==> src/hdl/sentence_boundary_detector_assert.svh <==
// assertion macros for the sentence boundary detector
`ifndef SENTENCE_BOUNDARY_DETECTOR_ASSERT_SVH
`define SENTENCE_BOUNDARY_DETECTOR_ASSERT_SVH

// same-cycle implication
`define SBD_ASSERT_NOW(lbl, clk_s, rstn_s, ante, cons, msg) \
  lbl: assert property (@(posedge clk_s) disable iff (!rstn_s) (ante) |-> (cons)) \
    else $error(msg);

// next-cycle implication
`define SBD_ASSERT_NEXT(lbl, clk_s, rstn_s, ante, cons, msg) \
  lbl: assert property (@(posedge clk_s) disable iff (!rstn_s) (ante) |=> (cons)) \
    else $error(msg);

`endif

==> src/hdl/sbd_pkg.sv <==
// shared types, character codes and abbreviation table for the sentence boundary detector
`default_nettype none

package sbd_pkg;

  // scan phases
  localparam logic [1:0] PH_PLAIN = 2'd0;
  localparam logic [1:0] PH_TERM  = 2'd1;
  localparam logic [1:0] PH_CLOSE = 2'd2;
  localparam logic [1:0] PH_SPACE = 2'd3;

  // code units of interest
  localparam logic [15:0] CU_PERIOD   = 16'h002E;
  localparam logic [15:0] CU_BANG     = 16'h0021;
  localparam logic [15:0] CU_QUEST    = 16'h003F;
  localparam logic [15:0] CU_ELLIPSIS = 16'h2026;
  localparam logic [15:0] CU_DQUOTE   = 16'h0022;
  localparam logic [15:0] CU_SQUOTE   = 16'h0027;
  localparam logic [15:0] CU_LPAREN   = 16'h0028;
  localparam logic [15:0] CU_RPAREN   = 16'h0029;
  localparam logic [15:0] CU_LBRACK   = 16'h005B;
  localparam logic [15:0] CU_RBRACK   = 16'h005D;
  localparam logic [15:0] CU_LBRACE   = 16'h007B;
  localparam logic [15:0] CU_RBRACE   = 16'h007D;
  localparam logic [15:0] CU_RDQUOTE  = 16'h201D;
  localparam logic [15:0] CU_RSQUOTE  = 16'h2019;
  localparam logic [15:0] CU_RGUIL    = 16'h00BB;
  localparam logic [15:0] CU_LDQUOTE  = 16'h201C;
  localparam logic [15:0] CU_LSQUOTE  = 16'h2018;
  localparam logic [15:0] CU_LGUIL    = 16'h00AB;
  localparam logic [15:0] CU_EMDASH   = 16'h2014;
  localparam logic [15:0] CU_ENDASH   = 16'h2013;
  localparam logic [15:0] CU_ASCII_END = 16'h0080;
  localparam logic [15:0] CU_CASE_BIT  = 16'h0020;
  localparam logic [15:0] CU_LOWER_A   = 16'h0061;
  localparam logic [15:0] CU_LOWER_Z   = 16'h007A;

  // abbreviation table, right-justified ascii: byte 0 holds the last letter
  localparam int ABBR_WORD_MAX = 6;
  localparam int ABBR_COUNT    = 40;
  typedef logic [8*ABBR_WORD_MAX-1:0] abbr_word_t;

  localparam abbr_word_t ABBR_TABLE [ABBR_COUNT] = '{
    "mr", "mrs", "ms", "dr", "prof", "st", "jr", "sr", "vs", "etc",
    "fig", "figs", "vol", "vols", "ch", "chap", "rev", "hon", "capt", "lt",
    "col", "gen", "sgt", "mt", "ave", "inc", "ltd", "co", "corp", "cf",
    "al", "viz", "ibid", "op", "messrs", "esq", "dept", "univ", "approx", "pp"
  };

  function automatic int abbr_len(abbr_word_t w);
    int n;
    n = 0;
    for (int i = 0; i < ABBR_WORD_MAX; i++) begin
      if (w[8*i +: 8] != 8'h00) n = i + 1;
    end
    return n;
  endfunction

  function automatic logic is_term(logic [15:0] c);
    return (c == CU_PERIOD) || (c == CU_BANG) || (c == CU_QUEST) || (c == CU_ELLIPSIS);
  endfunction

  function automatic logic is_closer(logic [15:0] c);
    return (c == CU_DQUOTE) || (c == CU_SQUOTE) || (c == CU_RPAREN) ||
           (c == CU_RBRACK) || (c == CU_RBRACE) || (c == CU_RDQUOTE) ||
           (c == CU_RSQUOTE) || (c == CU_RGUIL);
  endfunction

  function automatic logic can_start(logic [15:0] c, logic upper, logic digit);
    return upper || digit ||
           (c == CU_DQUOTE) || (c == CU_SQUOTE) || (c == CU_LPAREN) ||
           (c == CU_LBRACK) || (c == CU_LBRACE) || (c == CU_LDQUOTE) ||
           (c == CU_LSQUOTE) || (c == CU_LGUIL) || (c == CU_EMDASH) ||
           (c == CU_ENDASH);
  endfunction

  // result queue
  localparam int Q_DEPTH = 4;
  localparam int Q_PTR_W = 2;
  localparam int Q_CNT_W = 3;

  typedef struct packed {
    logic [15:0] sentence_end;
    logic        final_boundary;
  } sbd_result_t;

  typedef struct packed {
    logic [1:0]  phase;
    logic [15:0] pos;
  } sbd_scan_stat_t;

  typedef struct packed {
    logic [Q_CNT_W-1:0] count;
  } sbd_q_stat_t;

endpackage

`default_nettype wire

==> src/hdl/sbd_abbrev.sv <==
// parallel match of the recent letter window against the abbreviation table
`default_nettype none

module sbd_abbrev
  import sbd_pkg::*;
#(
  parameter int ABBREV_MAX_LEN = 6,
  localparam int RUN_W = $clog2(ABBREV_MAX_LEN + 2)
) (
  input  wire logic [RUN_W-1:0]                run_len,
  input  wire logic                            matchable,
  input  wire logic [ABBREV_MAX_LEN-1:0][4:0]  recent,
  output logic                                 hit
);

  logic [ABBR_WORD_MAX-1:0][4:0] win;
  logic [ABBR_COUNT-1:0]         word_hit;

  // window padded to the longest table word, letters beyond the tracked depth read zero
  for (genvar i = 0; i < ABBR_WORD_MAX; i++) begin : g_win
    if (i < ABBREV_MAX_LEN) begin : g_live
      assign win[i] = recent[i];
    end else begin : g_pad
      assign win[i] = 5'd0;
    end
  end

  for (genvar e = 0; e < ABBR_COUNT; e++) begin : g_word
    localparam int WL = abbr_len(ABBR_TABLE[e]);
    if (WL <= ABBREV_MAX_LEN) begin : g_fit
      logic [ABBR_WORD_MAX-1:0] letter_ok;
      for (genvar t = 0; t < ABBR_WORD_MAX; t++) begin : g_letter
        if (t < WL) begin : g_cmp
          assign letter_ok[t] = (win[t] == ABBR_TABLE[e][8*t +: 5]);
        end else begin : g_free
          assign letter_ok[t] = 1'b1;
        end
      end
      assign word_hit[e] = (run_len == RUN_W'(WL)) && (&letter_ok);
    end else begin : g_long
      assign word_hit[e] = 1'b0;
    end
  end

  // a one-letter token is an initial
  assign hit = (run_len == RUN_W'(1)) || (matchable && (|word_hit));

endmodule

`default_nettype wire

==> src/hdl/sbd_scan.sv <==
// per-code-unit scanner: phase, position, letter tracking and result generation
`default_nettype none

module sbd_scan
  import sbd_pkg::*;
#(
  parameter longint unsigned MAX_TEXT_LEN   = 65535,
  parameter int              ABBREV_MAX_LEN = 6
) (
  input  wire logic        clk,
  input  wire logic        rst_n,
  input  wire logic        accept,
  input  wire logic [15:0] code_unit,
  input  wire logic        is_letter,
  input  wire logic        is_upper,
  input  wire logic        is_digit,
  input  wire logic        is_space,
  input  wire logic        end_of_text,
  output sbd_result_t      res0,
  output sbd_result_t      res1,
  output logic [1:0]       res_cnt,
  output sbd_scan_stat_t   stat
);

  localparam int RUN_W = $clog2(ABBREV_MAX_LEN + 2);
  localparam logic [15:0] OFF_LIMIT =
    (MAX_TEXT_LEN < 64'd65535) ? MAX_TEXT_LEN[15:0] : 16'hFFFF;
  localparam logic [RUN_W-1:0] RUN_SAT = RUN_W'(ABBREV_MAX_LEN + 1);

  logic [1:0]                           phase_r, phase_nxt;
  logic [15:0]                          pos_r, pos_nxt;
  logic [RUN_W-1:0]                     run_r, run_nxt;
  logic                                 match_r, match_nxt;
  logic                                 supp_r, supp_nxt;
  logic [15:0]                          cut_r, cut_nxt;
  logic [ABBREV_MAX_LEN-1:0][4:0]       recent_r, recent_nxt;

  logic        term;
  logic        closer;
  logic        go_plain;
  logic        emit_mid;
  logic        emit_eot_cut;
  logic        abbr_hit;
  logic        ascii_letter;
  logic [15:0] folded;
  logic [4:0]  letter_code;
  logic [15:0] pos_inc;
  logic [1:0]  phase_scan;
  logic        supp_scan;
  logic [15:0] cut_scan;

  sbd_abbrev #(
    .ABBREV_MAX_LEN(ABBREV_MAX_LEN)
  ) u_abbrev (
    .run_len   (run_r),
    .matchable (match_r),
    .recent    (recent_r),
    .hit       (abbr_hit)
  );

  assign term         = is_term(code_unit);
  assign closer       = is_closer(code_unit);
  assign folded       = code_unit | CU_CASE_BIT;
  assign ascii_letter = (code_unit < CU_ASCII_END) && (folded >= CU_LOWER_A) &&
                        (folded <= CU_LOWER_Z);
  assign letter_code  = ascii_letter ? folded[4:0] : 5'd0;
  assign pos_inc      = (pos_r < OFF_LIMIT) ? pos_r + 16'd1 : pos_r;

  always_comb begin
    phase_scan = phase_r;
    supp_scan  = supp_r;
    cut_scan   = cut_r;
    go_plain   = 1'b0;
    emit_mid   = 1'b0;
    unique case (phase_r)
      PH_TERM: begin
        if (term) supp_scan = 1'b0;
        else if (closer) phase_scan = PH_CLOSE;
        else if (is_space) begin
          cut_scan   = pos_r;
          phase_scan = PH_SPACE;
        end else go_plain = 1'b1;
      end
      PH_CLOSE: begin
        if (closer) phase_scan = PH_CLOSE;
        else if (is_space) begin
          cut_scan   = pos_r;
          phase_scan = PH_SPACE;
        end else go_plain = 1'b1;
      end
      PH_SPACE: begin
        if (!is_space) begin
          emit_mid = !supp_r && can_start(code_unit, is_upper, is_digit);
          go_plain = 1'b1;
        end
      end
      PH_PLAIN: begin
        go_plain = 1'b1;
      end
    endcase
    // the rejecting character is scanned again as plain text
    if (go_plain) begin
      if (term) begin
        phase_scan = PH_TERM;
        supp_scan  = (code_unit == CU_PERIOD) && abbr_hit;
      end else begin
        phase_scan = PH_PLAIN;
        supp_scan  = 1'b0;
      end
    end
  end

  // a cut that lands on the paragraph end is covered by the final beat
  assign emit_eot_cut = (phase_scan == PH_SPACE) && !supp_scan && (cut_scan != pos_inc);

  always_comb begin
    res0.sentence_end   = cut_scan;
    res0.final_boundary = 1'b0;
    res1.sentence_end   = pos_inc;
    res1.final_boundary = 1'b1;
    res_cnt             = {1'b0, emit_mid};
    if (end_of_text) begin
      if (emit_mid || emit_eot_cut) begin
        res_cnt = 2'd2;
      end else begin
        res0    = res1;
        res_cnt = 2'd1;
      end
    end
  end

  always_comb begin
    if (end_of_text) begin
      phase_nxt  = PH_PLAIN;
      pos_nxt    = 16'd0;
      run_nxt    = '0;
      match_nxt  = 1'b1;
      supp_nxt   = 1'b0;
      cut_nxt    = 16'd0;
      recent_nxt = '0;
    end else begin
      phase_nxt = phase_scan;
      pos_nxt   = pos_inc;
      supp_nxt  = supp_scan;
      cut_nxt   = cut_scan;
      if (is_letter) begin
        run_nxt    = (run_r < RUN_SAT) ? run_r + RUN_W'(1) : run_r;
        match_nxt  = match_r && ascii_letter;
        recent_nxt = {recent_r[ABBREV_MAX_LEN-2:0], letter_code};
      end else begin
        run_nxt    = '0;
        match_nxt  = 1'b1;
        recent_nxt = recent_r;
      end
    end
  end

  always_ff @(posedge clk) begin
    if (!rst_n) begin
      phase_r <= PH_PLAIN;
      pos_r   <= 16'd0;
      run_r   <= '0;
      match_r <= 1'b1;
      supp_r  <= 1'b0;
    end else if (accept) begin
      phase_r <= phase_nxt;
      pos_r   <= pos_nxt;
      run_r   <= run_nxt;
      match_r <= match_nxt;
      supp_r  <= supp_nxt;
    end
  end

  // payload: only read after being written within the current token or candidate
  always_ff @(posedge clk) begin
    if (accept) begin
      cut_r    <= cut_nxt;
      recent_r <= recent_nxt;
    end
  end

  assign stat.phase = phase_r;
  assign stat.pos   = pos_r;

endmodule

`default_nettype wire

==> src/hdl/sbd_outq.sv <==
// four-entry result queue, up to two writes and one read per cycle
`default_nettype none

module sbd_outq
  import sbd_pkg::*;
(
  input  wire logic        clk,
  input  wire logic        rst_n,
  input  wire logic [1:0]  push_cnt,
  input  wire sbd_result_t d0,
  input  wire sbd_result_t d1,
  input  wire logic        pop,
  output sbd_result_t      head,
  output sbd_q_stat_t      stat
);

  sbd_result_t        q_r [Q_DEPTH];
  logic [Q_PTR_W-1:0] wr_r, wr_nxt;
  logic [Q_PTR_W-1:0] rd_r, rd_nxt;
  logic [Q_CNT_W-1:0] cnt_r, cnt_nxt;
  logic [Q_PTR_W-1:0] wr_second;

  assign wr_second = wr_r + Q_PTR_W'(1);
  assign wr_nxt    = wr_r + push_cnt[Q_PTR_W-1:0];
  assign rd_nxt    = rd_r + Q_PTR_W'(pop);
  assign cnt_nxt   = cnt_r + Q_CNT_W'(push_cnt) - Q_CNT_W'(pop);

  always_ff @(posedge clk) begin
    if (!rst_n) begin
      wr_r  <= '0;
      rd_r  <= '0;
      cnt_r <= '0;
    end else begin
      wr_r  <= wr_nxt;
      rd_r  <= rd_nxt;
      cnt_r <= cnt_nxt;
    end
  end

  always_ff @(posedge clk) begin
    for (int i = 0; i < Q_DEPTH; i++) begin
      if ((push_cnt != 2'd0) && (wr_r == Q_PTR_W'(i))) q_r[i] <= d0;
      if ((push_cnt == 2'd2) && (wr_second == Q_PTR_W'(i))) q_r[i] <= d1;
    end
  end

  assign head       = q_r[rd_r];
  assign stat.count = cnt_r;

endmodule

`default_nettype wire

==> src/hdl/sentence_boundary_detector.sv <==
// Sentence boundary detector: takes one UTF-16 code unit per cycle with its class flags
// and returns the exclusive end offset of each sentence, the paragraph length last with
// final_boundary set. Each code unit is decided in the cycle it is accepted, by the
// scanner's logic between its state registers and a four-entry result queue; an item
// can enter every cycle. A code unit makes at most two results (only on end_of_text),
// and in_stall rises while fewer than two queue slots are free, so the input runs at
// one code unit per cycle whenever results drain at one beat per cycle. The first
// result of a code unit can be taken the cycle after it was accepted. Offsets saturate
// at the smaller of MAX_TEXT_LEN and 65535.
`default_nettype none

`include "sentence_boundary_detector_assert.svh"

module sentence_boundary_detector
  import sbd_pkg::*;
#(
  parameter longint unsigned MAX_TEXT_LEN   = 65535,
  parameter int              ABBREV_MAX_LEN = 6
) (
  input  wire logic        clk,
  input  wire logic        rst_n,
  input  wire logic        in_valid,
  output logic             in_stall,
  input  wire logic [15:0] in_code_unit,
  input  wire logic        in_is_letter,
  input  wire logic        in_is_upper,
  input  wire logic        in_is_digit,
  input  wire logic        in_is_space,
  input  wire logic        in_end_of_text,
  output logic             out_valid,
  input  wire logic        out_stall,
  output logic [15:0]      out_sentence_end,
  output logic             out_final_boundary
);

  localparam logic [15:0] OFF_LIMIT =
    (MAX_TEXT_LEN < 64'd65535) ? MAX_TEXT_LEN[15:0] : 16'hFFFF;

  logic           in_acc;
  logic           out_acc;
  sbd_result_t    res0;
  sbd_result_t    res1;
  logic [1:0]     res_cnt;
  logic [1:0]     push_cnt;
  sbd_result_t    head;
  sbd_scan_stat_t scan_stat;
  sbd_q_stat_t    q_stat;

  assign in_acc   = in_valid && !in_stall;
  assign out_acc  = out_valid && !out_stall;
  assign push_cnt = in_acc ? res_cnt : 2'd0;

  sbd_scan #(
    .MAX_TEXT_LEN   (MAX_TEXT_LEN),
    .ABBREV_MAX_LEN (ABBREV_MAX_LEN)
  ) u_scan (
    .clk         (clk),
    .rst_n       (rst_n),
    .accept      (in_acc),
    .code_unit   (in_code_unit),
    .is_letter   (in_is_letter),
    .is_upper    (in_is_upper),
    .is_digit    (in_is_digit),
    .is_space    (in_is_space),
    .end_of_text (in_end_of_text),
    .res0        (res0),
    .res1        (res1),
    .res_cnt     (res_cnt),
    .stat        (scan_stat)
  );

  sbd_outq u_outq (
    .clk      (clk),
    .rst_n    (rst_n),
    .push_cnt (push_cnt),
    .d0       (res0),
    .d1       (res1),
    .pop      (out_acc),
    .head     (head),
    .stat     (q_stat)
  );

  // room for a worst-case pair of results
  assign in_stall           = (q_stat.count > Q_CNT_W'(Q_DEPTH - 2));
  assign out_valid          = (q_stat.count != '0);
  assign out_sentence_end   = head.sentence_end;
  assign out_final_boundary = head.final_boundary;

  `SBD_ASSERT_NOW(a_queue_bound, clk, rst_n, 1'b1, q_stat.count <= Q_CNT_W'(Q_DEPTH), "result queue overflow")
  `SBD_ASSERT_NEXT(a_eot_rearm, clk, rst_n, in_acc && in_end_of_text, (scan_stat.pos == 16'd0) && (scan_stat.phase == PH_PLAIN), "scanner not rearmed after paragraph end")
  `SBD_ASSERT_NEXT(a_pos_step, clk, rst_n, in_acc && !in_end_of_text && (scan_stat.pos < OFF_LIMIT), scan_stat.pos == $past(scan_stat.pos) + 16'd1, "position did not advance")

endmodule

`default_nettype wire
==> config.mk <==
export PLATFORM = sky130hd
export DESIGN_NAME = sentence_boundary_detector
export DESIGN_NICKNAME = d
export VERILOG_FILES = /design/src/hdl/sbd_pkg.sv /design/src/hdl/sbd_abbrev.sv /design/src/hdl/sbd_scan.sv /design/src/hdl/sbd_outq.sv /design/src/hdl/sentence_boundary_detector.sv
export VERILOG_INCLUDE_DIRS = /design/src /design/src/hdl
export SDC_FILE = /design/constraint.sdc
export NUM_CORES = 1
export LEC_CHECK = 0
export BUFFER_PORTS_ARGS = -buffer_cell sky130_fd_sc_hd__clkbuf_2
export CELL_PAD_IN_SITES_DETAIL_PLACEMENT = 1
export CELL_PAD_IN_SITES_GLOBAL_PLACEMENT = 2
export CORE_ASPECT_RATIO = 1.2
export CORE_MARGIN = 1.5
export CORE_UTILIZATION = 47
export CTS_BUF_LIST = sky130_fd_sc_hd__clkbuf_4 sky130_fd_sc_hd__clkbuf_8
export DETAILED_ROUTE_END_ITERATION = 8
export HOLD_SLACK_MARGIN = 0.12
export PLACE_DENSITY_LB_ADDON = 0.1
export SETUP_SLACK_MARGIN = 0.05
export SLEW_MARGIN = 15
export SYNTH_ARGS = -nofsm -noshare
export SYNTH_HDL_FRONTEND = slang
export SYNTH_HIERARCHICAL = 1
export SYNTH_SLANG_ARGS = --single-unit
==> constraint.sdc <==
create_clock -name clk -period 13.9 [get_ports clk]
set_input_delay 0 -clock clk [delete_from_list [all_inputs] [get_ports clk]]
set_output_delay 0 -clock clk [all_outputs]
set_load 0.01 [all_outputs]
==> flow_summary_export.csv <==
group,metric,value,unit
power,leakage,3.66,nW
critical_path,cp_max_fo,28,
sta,fmax,170,MHz
clock_network,clk_root_buffer_cell,"clkbuf_8",
placed_design,dp_hpwl,20.6,mm
clock_network,cts_buffer_depth,2,
critical_path,reg2reg_depth,14,
floorplanning,initial_utilization,47.8,%
logic_synthesis,synth_area_leaders,"edfxtp_1, mux2_2, dfxtp_1, mux4_2, nor2b_1",
logic_synthesis,yosysMostFrequentCell,"edfxtp_1",
worst_hold_path,hold_path_depth,5,
detailed_routing,drt_iter0_markers,660,
placed_design,gp_congestion,0.895,
detailed_routing,drt_wl_total,28.9,mm
global_routing,grt_pass1_vias,7912,
critical_path,reg2reg_from,"u_scan/phase_r[0]",
logic_synthesis,ys_types,90,
detailed_routing,vias,7602,
logic_synthesis,synthCells,897,
power,ir_drop,0.0823,mV
logic_synthesis,syn_area_per_cell,10.8,sq um
clock_network,post_cts.repair.setup_buffers,0,
logic_synthesis,syn_nets,934,
clock_network,clk-insertion-delay-late,470,ps
critical_path,startpoint_type,"flop",
critical_path,crit_buf_inv,3,
detailed_routing,drtAntennaViolNets,0,
job,maxCapViolCount,0,
logic_synthesis,synthFlopType,"edfxtp_1",
layout,num_antenna_cells,0,
sta,hold_viol,0,
floorplanning,pin_count,44,
detailed_routing,drtPass1Iterations,5,
critical_path,crit_family,"simple AND/OR/NAND/NOR gates",
critical_path,r2r_slack,8000,ps
layout,final_nets,955,
critical_path,critPathKind,"flop to flop",
sta,fin_hold_ws,170,ps
logic_synthesis,synth_seq_cells,144,
worst_hold_path,hold_path.class,"primary input to flop",
sta,setup_tns,0,ps
power,power.total,1.24,mW
logic_synthesis,ys_seq_area_share,41.6,%
floorplanning,die_area,0.0215,sq mm
critical_path,cp-end-kind,"flop",
clock_network,cts_resized,0,
sta,finalCritPeriodShare,42.4,%
global_routing,grtUsageTotal,27.2,%
power,p_per_area,118,mW/mm^2
logic_synthesis,syn_area,0.00968,sq mm
layout,syn_to_final_growth,8.33,%
critical_path,critPathMaxStageDelay,900,ps
clock_network,tritoncts,"done",
global_routing,grt_start_max_net_pins,48,
global_routing,grt_overflow,0,
placed_design,io_buffers,43,
critical_path,path_cells,"inv_1 > ha_1 > inv_1 > nor4_2 > and2_1 > a22oi_1 > a2111o_1 > nor4_4 > a21oi_2 > buf_4 > o21ai_0 > and4b_2 > nor2_1 > a21oi_2",
detailed_routing,via_per_inst,6.36,
sta,finalClockSkew,15.8,ps
sta,final_max_slew_viol_count,0,
critical_path,critPathSlowestCell,"and2_1",
clock_network,htree_num_levels,4,
logic_synthesis,synth_edf_count,114,
clock_network,numCtsBuffers,17,
clock_network,clock_sinks,144,
layout,utilization,51.8,%
critical_path,r2r-end,"u_outq/q_r[0][14]",
layout,drive_gt1_share,22.3,%
sta,grt_setup_unrepaired,"false",
logic_synthesis,synth_top_area_cell,"edfxtp_1",
sta,max_slew_margin,22.4,%
global_routing,antenna_found_initial,0,
floorplanning,die_h,160,microns
clock_network,clkTransAtPathRegs,100,ps
critical_path,worstPathArrival,5970,ps
logic_synthesis,yosysTopAreaCellShare,35.4,%
sta,setup_viol,0,
detailed_routing,avgRoutedWirePerCell,24.2,microns
critical_path,required,13980,ps
logic_synthesis,ys.warnings.count,6,
detailed_routing,drc,0,
global_routing,grt_pass1_wl,45.0,mm
logic_synthesis,synth_common_cells,"edfxtp_1, mux2_2, nor2_1, inv_1, nor2b_1",
floorplanning,die_x,134,microns
sta,worst_pin_slew,1160,ps
floorplanning,fp.coreArea,0.0203,sq mm
worst_hold_path,min-delay-start,"in_is_space",
floorplanning,rows,57,
sta,period_needed,5900,ps
worst_hold_path,min_to,"u_scan/supp_r",
status,status,"finished, final reports clean",
logic_synthesis,async_flop_share,0,%
logic make-up (layout without fill, tap and decap cells):
kind of cell / Yosys count / count (layout) / synth area share [%]
compound gates: 158 / 158 / 12.2
xor+xnor: 12 / 12 / 1.37
fa+ha+maj: 12 / 12 / 1.63
buf+inv: 112 / 146 / 5.74
flops: 144 / 144 / 41.6
mux: 105 / 105 / 14.3
other cells: 1 / 1 / 0.0388
simple gates: 353 / 353 / 23.2
cell type report:
type / instances / area [sq um]
fill: 2220 / 9770
multi-input combinational: 641 / 5110
sequential: 144 / 4020
timing repair buffer: 65 / 408
tap: 265 / 332
clock buffer: 17 / 234
clock inverter: 15 / 189
inverter: 49 / 184
report_power, final:
group          internal, mW  leakage, nW  total (mW)  switching [mW]
clock network         0.155        0.211       0.352           0.197
logic                 0.141         2.12       0.304           0.163
registers             0.522         1.32       0.580          0.0581
through the flow:
| step | std cells | area [sq um] | worst slack, ps |
|---|---|---|---|
| CTS | 1196 | 10500 | 7930 |
| finish | 1196 | 10500 | 8000 |
| floorplan | 897 | 9680 | 8790 |
| detailed placement | 1153 | 9940 | 7970 |
| global route | 1196 | 10500 | 7640 |
| global placement | 1153 | 9940 | 8180 |
flip-flops by register name (all words and copies together) (netlist names):
register         cells
u_outq/rd_r          2
u_outq/q_r          68
u_scan/run_r         3
u_scan/supp_r        1
u_scan/cut_r        16
u_scan/phase_r       2
u_outq/wr_r          2
u_outq/stat          3
u_scan/pos_r        16
u_scan/recent_r     30
u_scan/match_r       1
worst reg2reg max path, delay by kind of cell, from the launching register on:
family / cells / cell delay (ps)
AND/OR/NAND/NOR: 5 / 2300
AO/OA/AOI/OAI: 5 / 1880
buffers and inverters: 3 / 490
adder cells (fa/ha/maj): 1 / 450
flip-flops: 1 / 420
metal layers:
metal	part of all wire, %	vias up	track usage, %
met5	0	-	0
met4	3.2	0	10.5
met3	3.4	61	3.59
met2	53	218	49.7
met1	40	3851	32.2
li1	-	3472	-
layout by cell type (no fill, tap or decap), types with 23 or more instances in the layout:
cell type	n
edfxtp_1	114
mux2_2	58
nor2_1	54
inv_1	49
clkbuf_2	43
nor2b_1	39
nand2_1	35
and2_1	31
dfxtp_1	30
nand3_1	25
o21ai_0	25
nand4_1	23
worst max-delay path by stage:
| stage | start | to | slack, ps | cells past startpoint |
|---|---|---|---|---|
| 2_1_floorplan | u_scan/pos_r[0] | u_outq/q_r[2][0] | 8790 | 18 |
| 3_3_place_gp | u_scan/phase_r[0] | u_outq/q_r[2][6] | 8180 | 14 |
| 3_5_place_dp | u_scan/phase_r[1] | u_outq/q_r[2][8] | 7970 | 14 |
| 4_1_cts | u_scan/phase_r[1] | u_outq/q_r[2][7] | 7930 | 14 |
| 5_1_grt | u_scan/phase_r[1] | u_outq/q_r[0][8] | 7640 | 14 |
| 6_report | u_scan/phase_r[0] | u_outq/q_r[0][14] | 8000 | 14 |
what timing repair did:
action / 4_1_cts / 5_1_grt
endpoints found under the setup margin: 0 / 0
endpoints found under the hold margin: 24 / 0
hold buffers: 11 / 0
Note: power is estimated with default switching activity, not from simulation.
